`src/hw/rtl/ppr_pkg.sv`:
```
`timescale 1ns / 1ps

package ppr_pkg;

    localparam int MAX_JOBS_DEF = 16;
    localparam int ID_W         = 16;
    localparam int HALF_W       = 16;
    localparam int PRIO_W       = 8;
    localparam int TIME_W       = 32;
    localparam int APB_AW       = 3;
    localparam int APB_DW       = 32;

    localparam logic [HALF_W-1:0] TQ_RESET = 16'd1;
    localparam logic              REG_TQ   = 1'b0;

    typedef struct packed {
        logic              ins;
        logic              pop;
        logic [PRIO_W-1:0] prio;
    } t_qctl;

    typedef struct packed {
        logic              occ;
        logic              keep;
        logic [PRIO_W-1:0] prio;
    } t_qtag;

endpackage

```
`src/hw/rtl/ppr_cell.sv`:
```
`timescale 1ns / 1ps

module ppr_cell
    import ppr_pkg::*;
#(
    parameter int SLOT_W = 4
) (
    input  logic              i_clk,
    input  logic              i_rst_n,
    input  t_qctl             i_ctl,
    input  logic [SLOT_W-1:0] i_new_slot,
    input  t_qtag             i_left,
    input  logic [SLOT_W-1:0] i_left_slot,
    input  t_qtag             i_right,
    input  logic [SLOT_W-1:0] i_right_slot,
    output t_qtag             o_tag,
    output logic [SLOT_W-1:0] o_slot
);

    logic              r_occ;
    logic [SLOT_W-1:0] r_slot;
    logic [PRIO_W-1:0] r_prio;
    logic              w_keep;

    // entry stays put on insert when it is not less urgent than the newcomer
    assign w_keep   = r_occ && (r_prio <= i_ctl.prio);
    assign o_tag    = '{occ: r_occ, keep: w_keep, prio: r_prio};
    assign o_slot   = r_slot;

    always_ff @(posedge i_clk) begin
        if (!i_rst_n) begin
            r_occ <= 1'b0;
        end else if (i_ctl.ins) begin
            if (!w_keep) begin
                r_occ <= r_occ | i_left.occ;
            end
        end else if (i_ctl.pop) begin
            r_occ <= i_right.occ;
        end
    end

    always_ff @(posedge i_clk) begin
        if (i_ctl.ins) begin
            if (!w_keep) begin
                if (i_left.keep) begin
                    r_slot <= i_new_slot;
                    r_prio <= i_ctl.prio;
                end else begin
                    r_slot <= i_left_slot;
                    r_prio <= i_left.prio;
                end
            end
        end else if (i_ctl.pop) begin
            r_slot <= i_right_slot;
            r_prio <= i_right.prio;
        end
    end

endmodule

```
`src/hw/rtl/ppr_queue.sv`:
```
`timescale 1ns / 1ps

module ppr_queue
    import ppr_pkg::*;
#(
    parameter int MAX_JOBS = MAX_JOBS_DEF,
    parameter int SLOT_W   = $clog2(MAX_JOBS)
) (
    input  logic              i_clk,
    input  logic              i_rst_n,
    input  t_qctl             i_ctl,
    input  logic [SLOT_W-1:0] i_new_slot,
    output t_qtag             o_head,
    output logic [SLOT_W-1:0] o_head_slot
);

    localparam t_qtag TAG_FRONT = '{occ: 1'b1, keep: 1'b1, prio: '0};
    localparam t_qtag TAG_EMPTY = '{occ: 1'b0, keep: 1'b0, prio: '0};

    t_qtag             w_tag        [MAX_JOBS];
    logic [SLOT_W-1:0] w_slot       [MAX_JOBS];
    t_qtag             w_left       [MAX_JOBS];
    logic [SLOT_W-1:0] w_left_slot  [MAX_JOBS];
    t_qtag             w_right      [MAX_JOBS];
    logic [SLOT_W-1:0] w_right_slot [MAX_JOBS];

    for (genvar g = 0; g < MAX_JOBS; g++) begin : g_cell
        if (g == 0) begin : g_front
            assign w_left[g]      = TAG_FRONT;
            assign w_left_slot[g] = '0;
        end else begin : g_mid_l
            assign w_left[g]      = w_tag[g-1];
            assign w_left_slot[g] = w_slot[g-1];
        end
        if (g == MAX_JOBS - 1) begin : g_back
            assign w_right[g]      = TAG_EMPTY;
            assign w_right_slot[g] = '0;
        end else begin : g_mid_r
            assign w_right[g]      = w_tag[g+1];
            assign w_right_slot[g] = w_slot[g+1];
        end

        ppr_cell #(
            .SLOT_W(SLOT_W)
        ) u_cell (
            .i_clk       (i_clk),
            .i_rst_n     (i_rst_n),
            .i_ctl       (i_ctl),
            .i_new_slot  (i_new_slot),
            .i_left      (w_left[g]),
            .i_left_slot (w_left_slot[g]),
            .i_right     (w_right[g]),
            .i_right_slot(w_right_slot[g]),
            .o_tag       (w_tag[g]),
            .o_slot      (w_slot[g])
        );
    end

    assign o_head      = w_tag[0];
    assign o_head_slot = w_slot[0];

endmodule

```
`src/hw/rtl/ppr_job_mem.sv`:
```
`timescale 1ns / 1ps

module ppr_job_mem
    import ppr_pkg::*;
#(
    parameter int MAX_JOBS = MAX_JOBS_DEF,
    parameter int SLOT_W   = $clog2(MAX_JOBS)
) (
    input  logic              i_clk,
    input  logic              i_we_all,
    input  logic              i_we_rem,
    input  logic [SLOT_W-1:0] i_waddr,
    input  logic [ID_W-1:0]   i_wid,
    input  logic [HALF_W-1:0] i_warr,
    input  logic [HALF_W-1:0] i_wburst,
    input  logic [PRIO_W-1:0] i_wprio,
    input  logic [HALF_W-1:0] i_wrem,
    input  logic [SLOT_W-1:0] i_raddr,
    output logic [ID_W-1:0]   o_rid,
    output logic [HALF_W-1:0] o_rarr,
    output logic [HALF_W-1:0] o_rburst,
    output logic [PRIO_W-1:0] o_rprio,
    output logic [HALF_W-1:0] o_rrem
);

    logic [ID_W-1:0]   mem_id    [MAX_JOBS];
    logic [HALF_W-1:0] mem_arr   [MAX_JOBS];
    logic [HALF_W-1:0] mem_burst [MAX_JOBS];
    logic [PRIO_W-1:0] mem_prio  [MAX_JOBS];
    logic [HALF_W-1:0] mem_rem   [MAX_JOBS];

    always_ff @(posedge i_clk) begin
        if (i_we_all) begin
            mem_id[i_waddr]    <= i_wid;
            mem_arr[i_waddr]   <= i_warr;
            mem_burst[i_waddr] <= i_wburst;
            mem_prio[i_waddr]  <= i_wprio;
        end
        if (i_we_all || i_we_rem) begin
            mem_rem[i_waddr] <= i_wrem;
        end
    end

    always_ff @(posedge i_clk) begin
        o_rid    <= mem_id[i_raddr];
        o_rarr   <= mem_arr[i_raddr];
        o_rburst <= mem_burst[i_raddr];
        o_rprio  <= mem_prio[i_raddr];
        o_rrem   <= mem_rem[i_raddr];
    end

endmodule

```
`src/hw/rtl/preemptive_priority_rr_scheduler_top.sv`:
```
`timescale 1ns / 1ps

// Channel   Direction  Handshake           Payload
// request   in         i_valid / o_ready   i_op i_job_id i_arrival i_burst i_prio
// result    out        o_valid / i_ready   o_ran_* o_finished o_*time o_turnaround ...
// config    in         APB psel/penable    paddr pwdata prdata, pready tied high
//
// Admit: IDLE then FIN. Tick: SCAN, START, LOAD (only when a job starts), EXEC, CALC, FIN;
// the arrival scan reads the job table through its single read port, one entry per cycle.
// One request in flight; the next is taken once the result sits in the output
// register, which holds until i_ready. Synchronous active-low reset, no clearing pass.

module preemptive_priority_rr_scheduler_top
    import ppr_pkg::*;
#(
    parameter int MAX_JOBS = MAX_JOBS_DEF
) (
    input  logic              i_clk,
    input  logic              i_rst_n,
    input  logic              i_valid,
    output logic              o_ready,
    input  logic              i_op,
    input  logic [ID_W-1:0]   i_job_id,
    input  logic [HALF_W-1:0] i_arrival,
    input  logic [HALF_W-1:0] i_burst,
    input  logic [PRIO_W-1:0] i_prio,
    output logic              o_valid,
    input  logic              i_ready,
    output logic              o_ran_valid,
    output logic [ID_W-1:0]   o_ran_id,
    output logic              o_finished,
    output logic [TIME_W-1:0] o_completion_time,
    output logic [TIME_W-1:0] o_turnaround,
    output logic [TIME_W-1:0] o_waiting,
    output logic              o_all_done,
    output logic              o_table_full,
    input  logic              psel,
    input  logic              penable,
    input  logic              pwrite,
    input  logic [APB_AW-1:0] paddr,
    input  logic [APB_DW-1:0] pwdata,
    output logic [APB_DW-1:0] prdata,
    output logic              pready
);

    localparam int SLOT_W = $clog2(MAX_JOBS);
    localparam int CNT_W  = $clog2(MAX_JOBS + 1);
    localparam logic [CNT_W-1:0] CNT_MAX = CNT_W'(MAX_JOBS);

    localparam logic [2:0] ST_IDLE  = 3'd0;
    localparam logic [2:0] ST_SCAN  = 3'd1;
    localparam logic [2:0] ST_START = 3'd2;
    localparam logic [2:0] ST_LOAD  = 3'd3;
    localparam logic [2:0] ST_EXEC  = 3'd4;
    localparam logic [2:0] ST_CALC  = 3'd5;
    localparam logic [2:0] ST_FIN   = 3'd6;

    localparam logic OP_ADMIT = 1'b0;

    logic [2:0]          r_state;
    logic [HALF_W-1:0]   r_tq;
    logic [CNT_W-1:0]    r_loaded;
    logic [CNT_W-1:0]    r_exited;
    logic [TIME_W-1:0]   r_now;
    logic [CNT_W-1:0]    r_idx;
    logic                r_chk_vld;
    logic [SLOT_W-1:0]   r_chk_slot;
    logic [MAX_JOBS-1:0] r_new;
    logic                r_run_vld;
    logic [SLOT_W-1:0]   r_run_slot;
    logic [ID_W-1:0]     r_run_id;
    logic [HALF_W-1:0]   r_run_arr;
    logic [HALF_W-1:0]   r_run_burst;
    logic [HALF_W-1:0]   r_run_rem;
    logic [PRIO_W-1:0]   r_run_prio;
    logic [HALF_W-1:0]   r_slice;

    logic                r_res_ran;
    logic [ID_W-1:0]     r_res_id;
    logic                r_res_fin;
    logic [TIME_W-1:0]   r_res_ct;
    logic [TIME_W-1:0]   r_res_tat;
    logic [TIME_W-1:0]   r_res_wt;
    logic                r_res_full;

    logic                r_out_valid;
    logic                r_out_ran;
    logic [ID_W-1:0]     r_out_id;
    logic                r_out_fin;
    logic [TIME_W-1:0]   r_out_ct;
    logic [TIME_W-1:0]   r_out_tat;
    logic [TIME_W-1:0]   r_out_wt;
    logic                r_out_done;
    logic                r_out_full;

    logic                w_in_acc;
    logic                w_admit;
    logic                w_full;
    logic                w_cfg_wr;
    logic                w_idx_ok;
    logic                w_hit;
    logic                w_pop;
    logic                w_done;
    logic                w_requeue;
    logic                w_out_free;
    logic [HALF_W-1:0]   w_rem_dec;
    logic [HALF_W-1:0]   w_slice_inc;
    logic [HALF_W-1:0]   w_q;
    logic [TIME_W-1:0]   w_tat;
    logic [TIME_W-1:0]   w_arr_ext;
    logic [TIME_W-1:0]   w_burst_ext;
    t_qctl               w_qctl;
    logic [SLOT_W-1:0]   w_qslot;
    t_qtag               w_head;
    logic [SLOT_W-1:0]   w_head_slot;
    logic                w_we_all;
    logic                w_we_rem;
    logic [SLOT_W-1:0]   w_waddr;
    logic [HALF_W-1:0]   w_wrem;
    logic [SLOT_W-1:0]   w_raddr;
    logic [ID_W-1:0]     w_rid;
    logic [HALF_W-1:0]   w_rarr;
    logic [HALF_W-1:0]   w_rburst;
    logic [PRIO_W-1:0]   w_rprio;
    logic [HALF_W-1:0]   w_rrem;

    // config port
    assign pready   = 1'b1;
    assign w_cfg_wr = psel && penable && pwrite;
    assign prdata   = (paddr[2] == REG_TQ) ? {{(APB_DW-HALF_W){1'b0}}, r_tq} : '0;

    always_ff @(posedge i_clk) begin
        if (!i_rst_n) begin
            r_tq <= TQ_RESET;
        end else if (w_cfg_wr && (paddr[2] == REG_TQ)) begin
            r_tq <= pwdata[HALF_W-1:0];
        end
    end

    // handshake
    assign o_ready    = (r_state == ST_IDLE);
    assign w_in_acc   = i_valid && o_ready;
    assign w_full     = (r_loaded >= CNT_MAX);
    assign w_admit    = w_in_acc && (i_op == OP_ADMIT) && !w_full;
    assign w_out_free = !r_out_valid || i_ready;

    // arrival scan
    assign w_idx_ok  = (r_idx < r_loaded);
    assign w_arr_ext = {{(TIME_W-HALF_W){1'b0}}, w_rarr};
    assign w_hit     = (r_state == ST_SCAN) && r_chk_vld && r_new[r_chk_slot] &&
                       (r_now >= w_arr_ext);

    // running job
    assign w_pop       = (r_state == ST_START) && !r_run_vld && w_head.occ;
    assign w_rem_dec   = (r_run_rem != '0) ? r_run_rem - 1'b1 : '0;
    assign w_slice_inc = (r_slice != '1) ? r_slice + 1'b1 : r_slice;
    assign w_q         = (r_tq == '0) ? HALF_W'(1) : r_tq;
    assign w_done      = (w_rem_dec == '0);
    assign w_requeue   = (r_state == ST_EXEC) && r_run_vld && !w_done &&
                         ((w_slice_inc >= w_q) ||
                          (w_head.occ && (r_run_prio > w_head.prio)));
    assign w_tat       = (r_now >= {{(TIME_W-HALF_W){1'b0}}, r_run_arr}) ?
                         r_now - {{(TIME_W-HALF_W){1'b0}}, r_run_arr} : '0;
    assign w_burst_ext = {{(TIME_W-HALF_W){1'b0}}, r_run_burst};

    // ready queue control
    always_comb begin
        w_qctl.ins  = w_hit || w_requeue;
        w_qctl.pop  = w_pop;
        w_qctl.prio = (r_state == ST_SCAN) ? w_rprio : r_run_prio;
        w_qslot     = (r_state == ST_SCAN) ? r_chk_slot : r_run_slot;
    end

    // job table ports
    assign w_we_all = w_admit;
    assign w_we_rem = w_requeue;
    assign w_waddr  = w_admit ? r_loaded[SLOT_W-1:0] : r_run_slot;
    assign w_wrem   = w_admit ? i_burst : w_rem_dec;
    assign w_raddr  = (r_state == ST_SCAN) ? r_idx[SLOT_W-1:0] : w_head_slot;

    ppr_queue #(
        .MAX_JOBS(MAX_JOBS),
        .SLOT_W  (SLOT_W)
    ) u_queue (
        .i_clk      (i_clk),
        .i_rst_n    (i_rst_n),
        .i_ctl      (w_qctl),
        .i_new_slot (w_qslot),
        .o_head     (w_head),
        .o_head_slot(w_head_slot)
    );

    ppr_job_mem #(
        .MAX_JOBS(MAX_JOBS),
        .SLOT_W  (SLOT_W)
    ) u_mem (
        .i_clk   (i_clk),
        .i_we_all(w_we_all),
        .i_we_rem(w_we_rem),
        .i_waddr (w_waddr),
        .i_wid   (i_job_id),
        .i_warr  (i_arrival),
        .i_wburst(i_burst),
        .i_wprio (i_prio),
        .i_wrem  (w_wrem),
        .i_raddr (w_raddr),
        .o_rid   (w_rid),
        .o_rarr  (w_rarr),
        .o_rburst(w_rburst),
        .o_rprio (w_rprio),
        .o_rrem  (w_rrem)
    );

    // control
    always_ff @(posedge i_clk) begin
        if (!i_rst_n) begin
            r_state   <= ST_IDLE;
            r_loaded  <= '0;
            r_exited  <= '0;
            r_now     <= '0;
            r_idx     <= '0;
            r_chk_vld <= 1'b0;
            r_run_vld <= 1'b0;
            r_slice   <= '0;
        end else begin
            case (r_state)
                ST_IDLE: begin
                    if (w_in_acc) begin
                        r_idx     <= '0;
                        r_chk_vld <= 1'b0;
                        if (i_op == OP_ADMIT) begin
                            if (!w_full) begin
                                r_loaded <= r_loaded + 1'b1;
                            end
                            r_state <= ST_FIN;
                        end else begin
                            r_state <= ST_SCAN;
                        end
                    end
                end
                ST_SCAN: begin
                    r_chk_vld <= w_idx_ok;
                    if (w_idx_ok) begin
                        r_idx <= r_idx + 1'b1;
                    end
                    if (!w_idx_ok && !r_chk_vld) begin
                        r_state <= ST_START;
                    end
                end
                ST_START: begin
                    if (r_now != '1) begin
                        r_now <= r_now + 1'b1;
                    end
                    if (w_pop) begin
                        r_run_vld <= 1'b1;
                        r_slice   <= '0;
                        r_state   <= ST_LOAD;
                    end else begin
                        r_state <= ST_EXEC;
                    end
                end
                ST_LOAD: begin
                    r_state <= ST_EXEC;
                end
                ST_EXEC: begin
                    if (r_run_vld) begin
                        r_slice <= w_slice_inc;
                        if (w_done) begin
                            r_exited  <= r_exited + 1'b1;
                            r_run_vld <= 1'b0;
                        end else if (w_requeue) begin
                            r_run_vld <= 1'b0;
                        end
                    end
                    r_state <= ST_CALC;
                end
                ST_CALC: begin
                    r_state <= ST_FIN;
                end
                ST_FIN: begin
                    if (w_out_free) begin
                        r_state <= ST_IDLE;
                    end
                end
                default: begin
                    r_state <= ST_IDLE;
                end
            endcase
        end
    end

    // datapath
    always_ff @(posedge i_clk) begin
        if (w_admit) begin
            r_new[r_loaded[SLOT_W-1:0]] <= 1'b1;
        end
        if (w_hit) begin
            r_new[r_chk_slot] <= 1'b0;
        end
        if (r_state == ST_SCAN) begin
            r_chk_slot <= r_idx[SLOT_W-1:0];
        end
        if (w_pop) begin
            r_run_slot <= w_head_slot;
        end
        if (r_state == ST_LOAD) begin
            r_run_id    <= w_rid;
            r_run_arr   <= w_rarr;
            r_run_burst <= w_rburst;
            r_run_rem   <= w_rrem;
            r_run_prio  <= w_rprio;
        end
        if (w_in_acc) begin
            r_res_ran  <= 1'b0;
            r_res_id   <= '0;
            r_res_fin  <= 1'b0;
            r_res_ct   <= '0;
            r_res_tat  <= '0;
            r_res_wt   <= '0;
            r_res_full <= (i_op == OP_ADMIT) && w_full;
        end
        if ((r_state == ST_EXEC) && r_run_vld) begin
            r_run_rem <= w_rem_dec;
            r_res_ran <= 1'b1;
            r_res_id  <= r_run_id;
            if (w_done) begin
                r_res_fin <= 1'b1;
                r_res_ct  <= r_now;
                r_res_tat <= w_tat;
            end
        end
        if ((r_state == ST_CALC) && r_res_fin) begin
            r_res_wt <= (r_res_tat >= w_burst_ext) ? r_res_tat - w_burst_ext : '0;
        end
    end

    // output register
    always_ff @(posedge i_clk) begin
        if (!i_rst_n) begin
            r_out_valid <= 1'b0;
        end else if ((r_state == ST_FIN) && w_out_free) begin
            r_out_valid <= 1'b1;
        end else if (i_ready) begin
            r_out_valid <= 1'b0;
        end
    end

    always_ff @(posedge i_clk) begin
        if ((r_state == ST_FIN) && w_out_free) begin
            r_out_ran  <= r_res_ran;
            r_out_id   <= r_res_id;
            r_out_fin  <= r_res_fin;
            r_out_ct   <= r_res_ct;
            r_out_tat  <= r_res_tat;
            r_out_wt   <= r_res_wt;
            r_out_done <= (r_exited == r_loaded);
            r_out_full <= r_res_full;
        end
    end

    assign o_valid           = r_out_valid;
    assign o_ran_valid       = r_out_ran;
    assign o_ran_id          = r_out_id;
    assign o_finished        = r_out_fin;
    assign o_completion_time = r_out_ct;
    assign o_turnaround      = r_out_tat;
    assign o_waiting         = r_out_wt;
    assign o_all_done        = r_out_done;
    assign o_table_full      = r_out_full;

endmodule

```
`config.mk`:
```
export PLATFORM = sky130hd
export DESIGN_NAME = preemptive_priority_rr_scheduler_top
export DESIGN_NICKNAME = d
export VERILOG_FILES = /design/src/hw/rtl/ppr_pkg.sv /design/src/hw/rtl/ppr_cell.sv /design/src/hw/rtl/ppr_queue.sv /design/src/hw/rtl/ppr_job_mem.sv /design/src/hw/rtl/preemptive_priority_rr_scheduler_top.sv
export SDC_FILE = /design/constraint.sdc
export NUM_CORES = 2
export LEC_CHECK = 0
export ABC_AREA = 1
export BUFFER_PORTS_ARGS = -buffer_cell sky130_fd_sc_hd__clkbuf_2
export CAP_MARGIN = 20
export CORE_ASPECT_RATIO = 1.25
export CORE_MARGIN = 1
export CORE_UTILIZATION = 55
export DETAILED_ROUTE_END_ITERATION = 6
export HOLD_SLACK_MARGIN = 0.03
export PLACE_DENSITY = 0.72
export SLEW_MARGIN = 15
export SYNTH_ARGS = -nofsm -noshare
export SYNTH_HDL_FRONTEND = slang
export SYNTH_SLANG_ARGS = --single-unit
```
`constraint.sdc`:
```
create_clock -name i_clk -period 8.55 [get_ports i_clk]
set_clock_uncertainty 0.15 [all_clocks]
set_input_delay 1.71 -clock i_clk [delete_from_list [all_inputs] [get_ports i_clk]]
set_output_delay 1.71 -clock i_clk [all_outputs]
set_load 0.005 [all_outputs]
```
Yosys cells after proc, flatten, opt, wreduce, memory -nomap -nowiden. Memory sizes are Yosys's and may differ from the RTL's. A register that Yosys moved wholly into a read port is not among the register bits. Cells that the tools add are included.

Input port bits: 99. Logic and storage cells: 488. Memories: 5. Flip-flop bits (word level): 620. Bits in latches: 0. Output and inout bits: 151. RAM bits: 1152. Bits in read-only memories: 0.

Divide/modulo/power cells: 0. $add $sub $neg: 8. Reductions and logical operators: 82. Bitwise operators: 21. Shift-type cells: 0. Multipliers: 0. Equality and inequality tests: 31. Muxes and demuxes: 233. Order comparisons: 27.

Memories: u_mem.mem_arr (depth 16, bits a word 16, read ports 1, clocked after memory_dff 1, write ports 1, RTL line ppr_job_mem.sv:27) `logic [HALF_W-1:0] mem_arr [MAX_JOBS];`; u_mem.mem_burst (depth 16, bits a word 16, read ports 1, clocked after memory_dff 1, write ports 1, RTL line ppr_job_mem.sv:28) `logic [HALF_W-1:0] mem_burst [MAX_JOBS];`; u_mem.mem_id (depth 16, bits a word 16, read ports 1, clocked after memory_dff 1, write ports 1, RTL line ppr_job_mem.sv:26) `logic [ID_W-1:0] mem_id [MAX_JOBS];`; u_mem.mem_rem (depth 16, bits a word 16, read ports 1, clocked after memory_dff 1, write ports 1, RTL line ppr_job_mem.sv:30) `logic [HALF_W-1:0] mem_rem [MAX_JOBS];`; u_mem.mem_prio (depth 16, bits a word 8, read ports 1, clocked after memory_dff 1, write ports 1, RTL line ppr_job_mem.sv:29) `logic [PRIO_W-1:0] mem_prio [MAX_JOBS];`.

Operators with widths (count): $mux W8 (64); $mux W32 (10); $mux W4 (66); $mux W16 (13); $le A8 B8 Y1 (16); $ge A32 B16 Y1 (3); $mux W1 (65); $sub A32 B16 Y32 (2); $ne A2 B2 Y1 const B (21); $reduce_and A2 Y1 (19); $logic_and A1 B1 Y1 (37); $add A32 B1 Y32 const B (1); $logic_not A16 Y1 (2); $ne A32 B32 Y1 const B (1); $pmux W16 S2 (1); $pmux W3 S7 (1); $add A16 B1 Y16 const B (1); $and A16 B16 Y16 (1); $ge A16 B16 Y1 (1); $ne A16 B16 Y1 const B (1); $not A16 Y16 (1); $or A16 B16 Y16 (1); $reduce_bool A16 Y1 (1); $sub A16 B1 Y16 const B (1); other kinds (25) (72).

Depth between registers and ports, before layout.
Word-level depth: 10. Mapped depth: 28.

Modules after synthesis. Synthesis repeated with hierarchy kept, for this count alone.

Cells, all modules: 8999. Area total of the unflattened synthesis: 86203.9 µm².

Modules (own cells, without submodules): ppr_job_mem (instances 1, cells an instance 4768, sequential area each 36034.6 µm², area each 50821.2 µm²); preemptive_priority_rr_scheduler_top (instances 1, cells an instance 2341, sequential area each 10700.3 µm², area each 20400.8 µm²); ppr_cell (instances 16, cells an instance 118, sequential area each 380.4 µm², area each 935.9 µm²); ppr_queue (instances 1, cells an instance 2, sequential area each 0.0 µm², area each 7.5 µm²).

Least setup slack after synthesis. No wires, ideal clock.

Path kind: input to register. Start point: in i_ready. End point: reg r_out_done, in the netlist o_all_done (enable). Stages on the path: 2. Library setup time: 0.592 ns. Arrival: 6.560 ns. Required time: 7.808 ns. Path buffers: 0. Slack: 1.248 ns. Path through: nor2_1 nor2_1.

Word-level cells in the longest chain between the ends: 2.

Ends and longest elaborated chain: from (decl) (RTL line preemptive_priority_rr_scheduler_top.sv:28) `input logic i_ready,`; $logic_or A1 B1 Y1 (RTL line preemptive_priority_rr_scheduler_top.sv:145) `assign w_out_free = !r_out_valid || i_ready;`; $logic_and A1 B1 Y1 (RTL line preemptive_priority_rr_scheduler_top.sv:349) `if ((r_state == ST_FIN) && w_out_free) begin`; to (signal assigned) (RTL line preemptive_priority_rr_scheduler_top.sv:356) `r_out_done <= (r_exited == r_loaded);`; to (decl) (RTL line preemptive_priority_rr_scheduler_top.sv:93) `logic r_out_done;`.

Every way passes these cells. A chain may end at the register's enable or synchronous reset.

Final worst setup path.
Start point: reg r_slice[0]. End point: reg u_queue.g_cell[0].u_cell.r_prio[5], data pin.

Word-level cells in the longest chain between the ends: 7. Elaborated cells on any way between the ends: 8. Those cells by class: 1 x add/sub; 1 x order compare; 1 x eq/ne; 2 x mux; 3 x reduce/logical.

Ends and longest elaborated chain: from (decl) (RTL line preemptive_priority_rr_scheduler_top.sv:76) `logic [HALF_W-1:0] r_slice;`; from (signal assigned) (RTL line preemptive_priority_rr_scheduler_top.sv:267) `r_slice <= w_slice_inc;`; $add A16 B1 Y16 or $ne A16 B16 Y1 (tied branches) (RTL line preemptive_priority_rr_scheduler_top.sv:156) `assign w_slice_inc = (r_slice != '1) ? r_slice + 1'b1 : r_slice;`; $mux W16 (*) (RTL line preemptive_priority_rr_scheduler_top.sv:156); $ge A16 B16 Y1 (*) (RTL line preemptive_priority_rr_scheduler_top.sv:160) `((w_slice_inc >= w_q) ||`; $logic_or A1 B1 Y1 (*) (RTL line preemptive_priority_rr_scheduler_top.sv:160); $logic_and A1 B1 Y1 (*) (RTL line preemptive_priority_rr_scheduler_top.sv:159) `assign w_requeue = (r_state == ST_EXEC) && r_run_vld && !w_done &&`; $logic_or A1 B1 Y1 (*) (RTL line preemptive_priority_rr_scheduler_top.sv:168) `w_qctl.ins = w_hit || w_requeue;`; $mux W8 (*) (RTL line ppr_cell.sv:43) `if (i_ctl.ins) begin`; to (signal assigned) (RTL line ppr_cell.sv:47) `r_prio <= i_ctl.prio;`; to (signal assigned) (RTL line ppr_cell.sv:50) `r_prio <= i_left.prio;`; to (signal assigned) (RTL line ppr_cell.sv:55) `r_prio <= i_right.prio;`; to (decl) (RTL line ppr_cell.sv:22) `logic [PRIO_W-1:0] r_prio;`.

Mark *: on every way between the ends. The rest lies on a longest branch, timed or not.

==> summary.md <==
| Metric | Value |
|---|---|
| Clock Latency Late Sink | `0.84 ns` |
| Fin nets | `7,457` |
| Synth cell types | `51` |
| Core area | `142,500 sq um` |
| Count of hold-fix buffers inserted at cts | `0` |
| Main synth FF type | `edfxtp_1` |
| Std cell rows | `155` |
| Congestion Overflow GR | `0` |
| Sequential area share after synthesis | `0.6690` |
| Met1 GRT Util | `0.3566` |
| Reg2reg start | `r_slice[0]` |
| Die width | `340.9 um` |
| Most frequent cell after synthesis | `edfxtp_1` |
| TritonCTS clock tree | `yes` |
| Clk sinks | `1,844` |
| RSZ-0062 raised after global routing | `no` |
| Final Cell Area | `87,880 sq um` |
| Multi-input combinational cell area | `23,450 sq um` |
| Cts bufs inserted | `175` |
| IO buf count | `214` |
| Drt first pass iters | `5` |
| GRT Total Usage | `0.2753` |
| Setup Viol. Count Final | `0` |
| Routed Antenna Nets | `0` |
| Power Density | `260.8 nW/um^2` |
| Design Power | `0.02292 W` |
| Met2 GRT Util | `0.4659` |
| Final period util | `0.7274` |
| Ys Warns | `0` |
| Hold path startpoint | `u_mem.o_rburst[2]` |
| Max Buffers Root-to-Sink | `3` |
| Routed length per instance | `21.97 um` |
| Actual slew at the worst max-slew pin | `1.185 ns` |
| R2r setup slk | `2.33 ns` |
| Min Clock Period, post-route | `6.219 ns` |
| Ys async rst share | `0` |
| Total number of H-tree levels | `4` |
| DRC Markers | `0` |
| Post_cts resized | `0` |
| Busiest layer in global routing | `met2` |
| Layout cells sized above 1 | `0.09295` |
| Critical path class | `flop to flop` |
| Grt met3 use | `0.04626` |
| Post-synth EDFFs | `1,589` |
| Max-slew violation count | `0` |
| Hold Crit Class | `flop to flop` |
| Vias per inst | `6.050` |
| Reg2Reg Depth | `24` |
| CP startpoint kind | `flop` |
| CP cell instances | `ha_1, nand2_1, nor2_1, nand3_1, nor2_1, nand2_1, nand2_1, nor2_1, xor2_1, ha_1, nand2_1, inv_1, nand3_1, nor2_1, nand3_1, nand3_1, nor2_1, nor2_1, nand2_2, nand2_8, clkinv_2, buf_4, nand2_1, o21ai_0` |
| Mapped Area | `78,960 sq um` |
| Leakage | `31.93 nW` |
| #FFs+latches synth | `1,844` |
| Max incr delay on CP | `1.01 ns` |
| DP Area | `81,870 sq um` |
| Area share of the largest cell type after synthesis | `0.6043` |
| Cell taking the most area after synthesis | `edfxtp_1` |
| Initial Util | `0.5539` |
| Clock root buffer | `clkbuf_16` |
| Critical Path Slowest Stage Cell | `clkinv_2` |
| Avg Cell Area, Syn | `11.22 sq um` |
| Outcome | `finished clean` |
| Non-Filler Instances | `9,186` |
| Largest net degree at the start of global routing | `230` |
| Register area | `52,820 sq um` |
| Vias in the first global route | `53,440` |
| RR Endpoint | `u_queue.g_cell[0].u_cell.r_prio[5]` |
| Worst-path clk slew | `0.06 ns` |
| Via count | `55,580` |
| DIE AREA | `145,100 sq um` |
| Final-report hold violation count | `0` |
| Hold EP | `r_run_burst[2]` |
| Crit path capture type | `flop` |
| Routability cong. | `0.8730` |
| Crit path launch | `r_slice[0]` |
| First-pass GRT wire length | `307,500 um` |
| Top cells by area, synth | `edfxtp_1, dfxtp_1, o21ai_0` |
| Dpl cells | `8,847` |
| Hold_ws | `0.2528 ns` |
| Post-DP HPWL | `116,200 um` |
| Rel. slew slack | `0.2102` |
| CP Data Arrival Time | `6.61 ns` |
| DR iter-0 viols | `6,438` |
| Post-CTS Setup Bufs | `0` |
| Max-cap violations | `0` |
| Mapped Cells | `7,037` |
| Die Height | `425.6 um` |
| Ports | `250` |
| Most frequent cells after synthesis | `edfxtp_1, nand2_1, nor2_1, o21ai_0, inv_1` |
| Crit Path Max Fanout | `111` |
| Area Overhead vs Synth | `11.30%` |
| Drt total wl | `201,900 um` |
| Setup TNS | `0 ns` |
| Fillers | `11,000` |
| Peak VDD IR | `248.1 uV` |
| Worst EP required | `8.94 ns` |
| Antenna violations before repair | `21` |
| Hold path cells | `0` |
| Most frequent CP cell | `nor2_1` |
| Achievable Freq | `160.8 MHz` |
==> worst max-delay path by stage <==
stage | to | slack, ns | depth (start not counted)
finish | u_queue.g_cell[0].u_cell.r_prio[5] | 2.33 | 24
global route | u_queue.g_cell[0].u_cell.r_prio[4] | 1.85 | 24
CTS | u_queue.g_cell[0].u_cell.r_prio[5] | 2.42 | 24
detailed placement | u_mem.mem_arr[12][3] | 2.31 | 14
global placement | u_mem.mem_id[12][13] | 2.33 | 14
floorplan | o_all_done | 1.25 | 2
==> flip-flops by register name (all words and copies together), names as in the netlist, 64 cells and up <==
register,flops
u_mem.mem_rem,256
u_queue.g_cell.u_cell.r_prio,128
u_mem.mem_arr,256
u_mem.mem_burst,256
u_mem.mem_id,256
u_mem.mem_prio,128
u_queue.g_cell.u_cell.o_slot,64
==> kinds of logic after synthesis <==
| kind of cell | Yosys count | share of synthesized area |
|---|---|---|
| buf+inv | 758 | 0.03882 |
| compound gates | 1684 | 0.1241 |
| other cells | 2 | 0.00009512 |
| simple gates | 2470 | 0.1265 |
| xor+xnor | 57 | 0.006323 |
| mux | 7 | 0.0008875 |
| fa+ha+maj | 215 | 0.03426 |
| flops | 1844 | 0.6690 |
==> cells in the final DEF, fill, tap and decap left out, types with 210 or more instances in the layout <==
master and instances:
o21ai_0 874, ha_1 213, nand3_1 292, edfxtp_1 1589, inv_1 337, dfxtp_1 255, a21oi_1 228, nand2_1 1080
clkbuf_2 214, o221ai_1 210, nor2_1 913
==> layout make-up <==
type	instances	share of cell area
clock buffers	252	0.05590
repair buffers	321	0.02217
clock inverters	76	0.01173
flip-flops and latches	1844	0.6011
diodes	8	0.0002278
well taps	1884	0.02682
multi-input cells	4450	0.2669
inverters	351	0.01523
==> power breakdown <==
group,switching [W],total [W],internal [W]
clock,0.00340,0.00795,0.00456
combinational,0.00315,0.00428,0.00113
sequential,0.000250,0.0107,0.0104
total,0.00679,0.0229,0.0161
==> worst max-delay path: cells and delay by family, from the launching register on <==
kind / cells / cell delay (ns)
flip-flops: 1 / 0.39
adder cells (fa/ha/maj): 2 / 0.49
buffers and inverters: 3 / 1.65
AND/OR/NAND/NOR: 17 / 2.87
AO/OA/AOI/OAI: 1 / 0.09
XOR/XNOR: 1 / 0.16
==> through the flow <==
step / setup WS, ns / util
finish: 2.331 / 0.6165
global route: 1.853 / 0.6164
CTS: 2.424 / 0.6160
detailed placement: 2.309 / 0.5744
global placement: 2.333 / 0.5743
floorplan: 1.248 / -
==> per-layer routing <==
| metal | up-vias | part of all wire |
|---|---|---|
| met2 | 2493 | 0.49 |
| met3 | 425 | 0.080 |
| li1 | 25590 | - |
| met5 | - | 0.00049 |
| met1 | 27060 | 0.40 |
| met4 | 16 | 0.032 |
No activity file was read; power rests on OpenSTA's default activity.
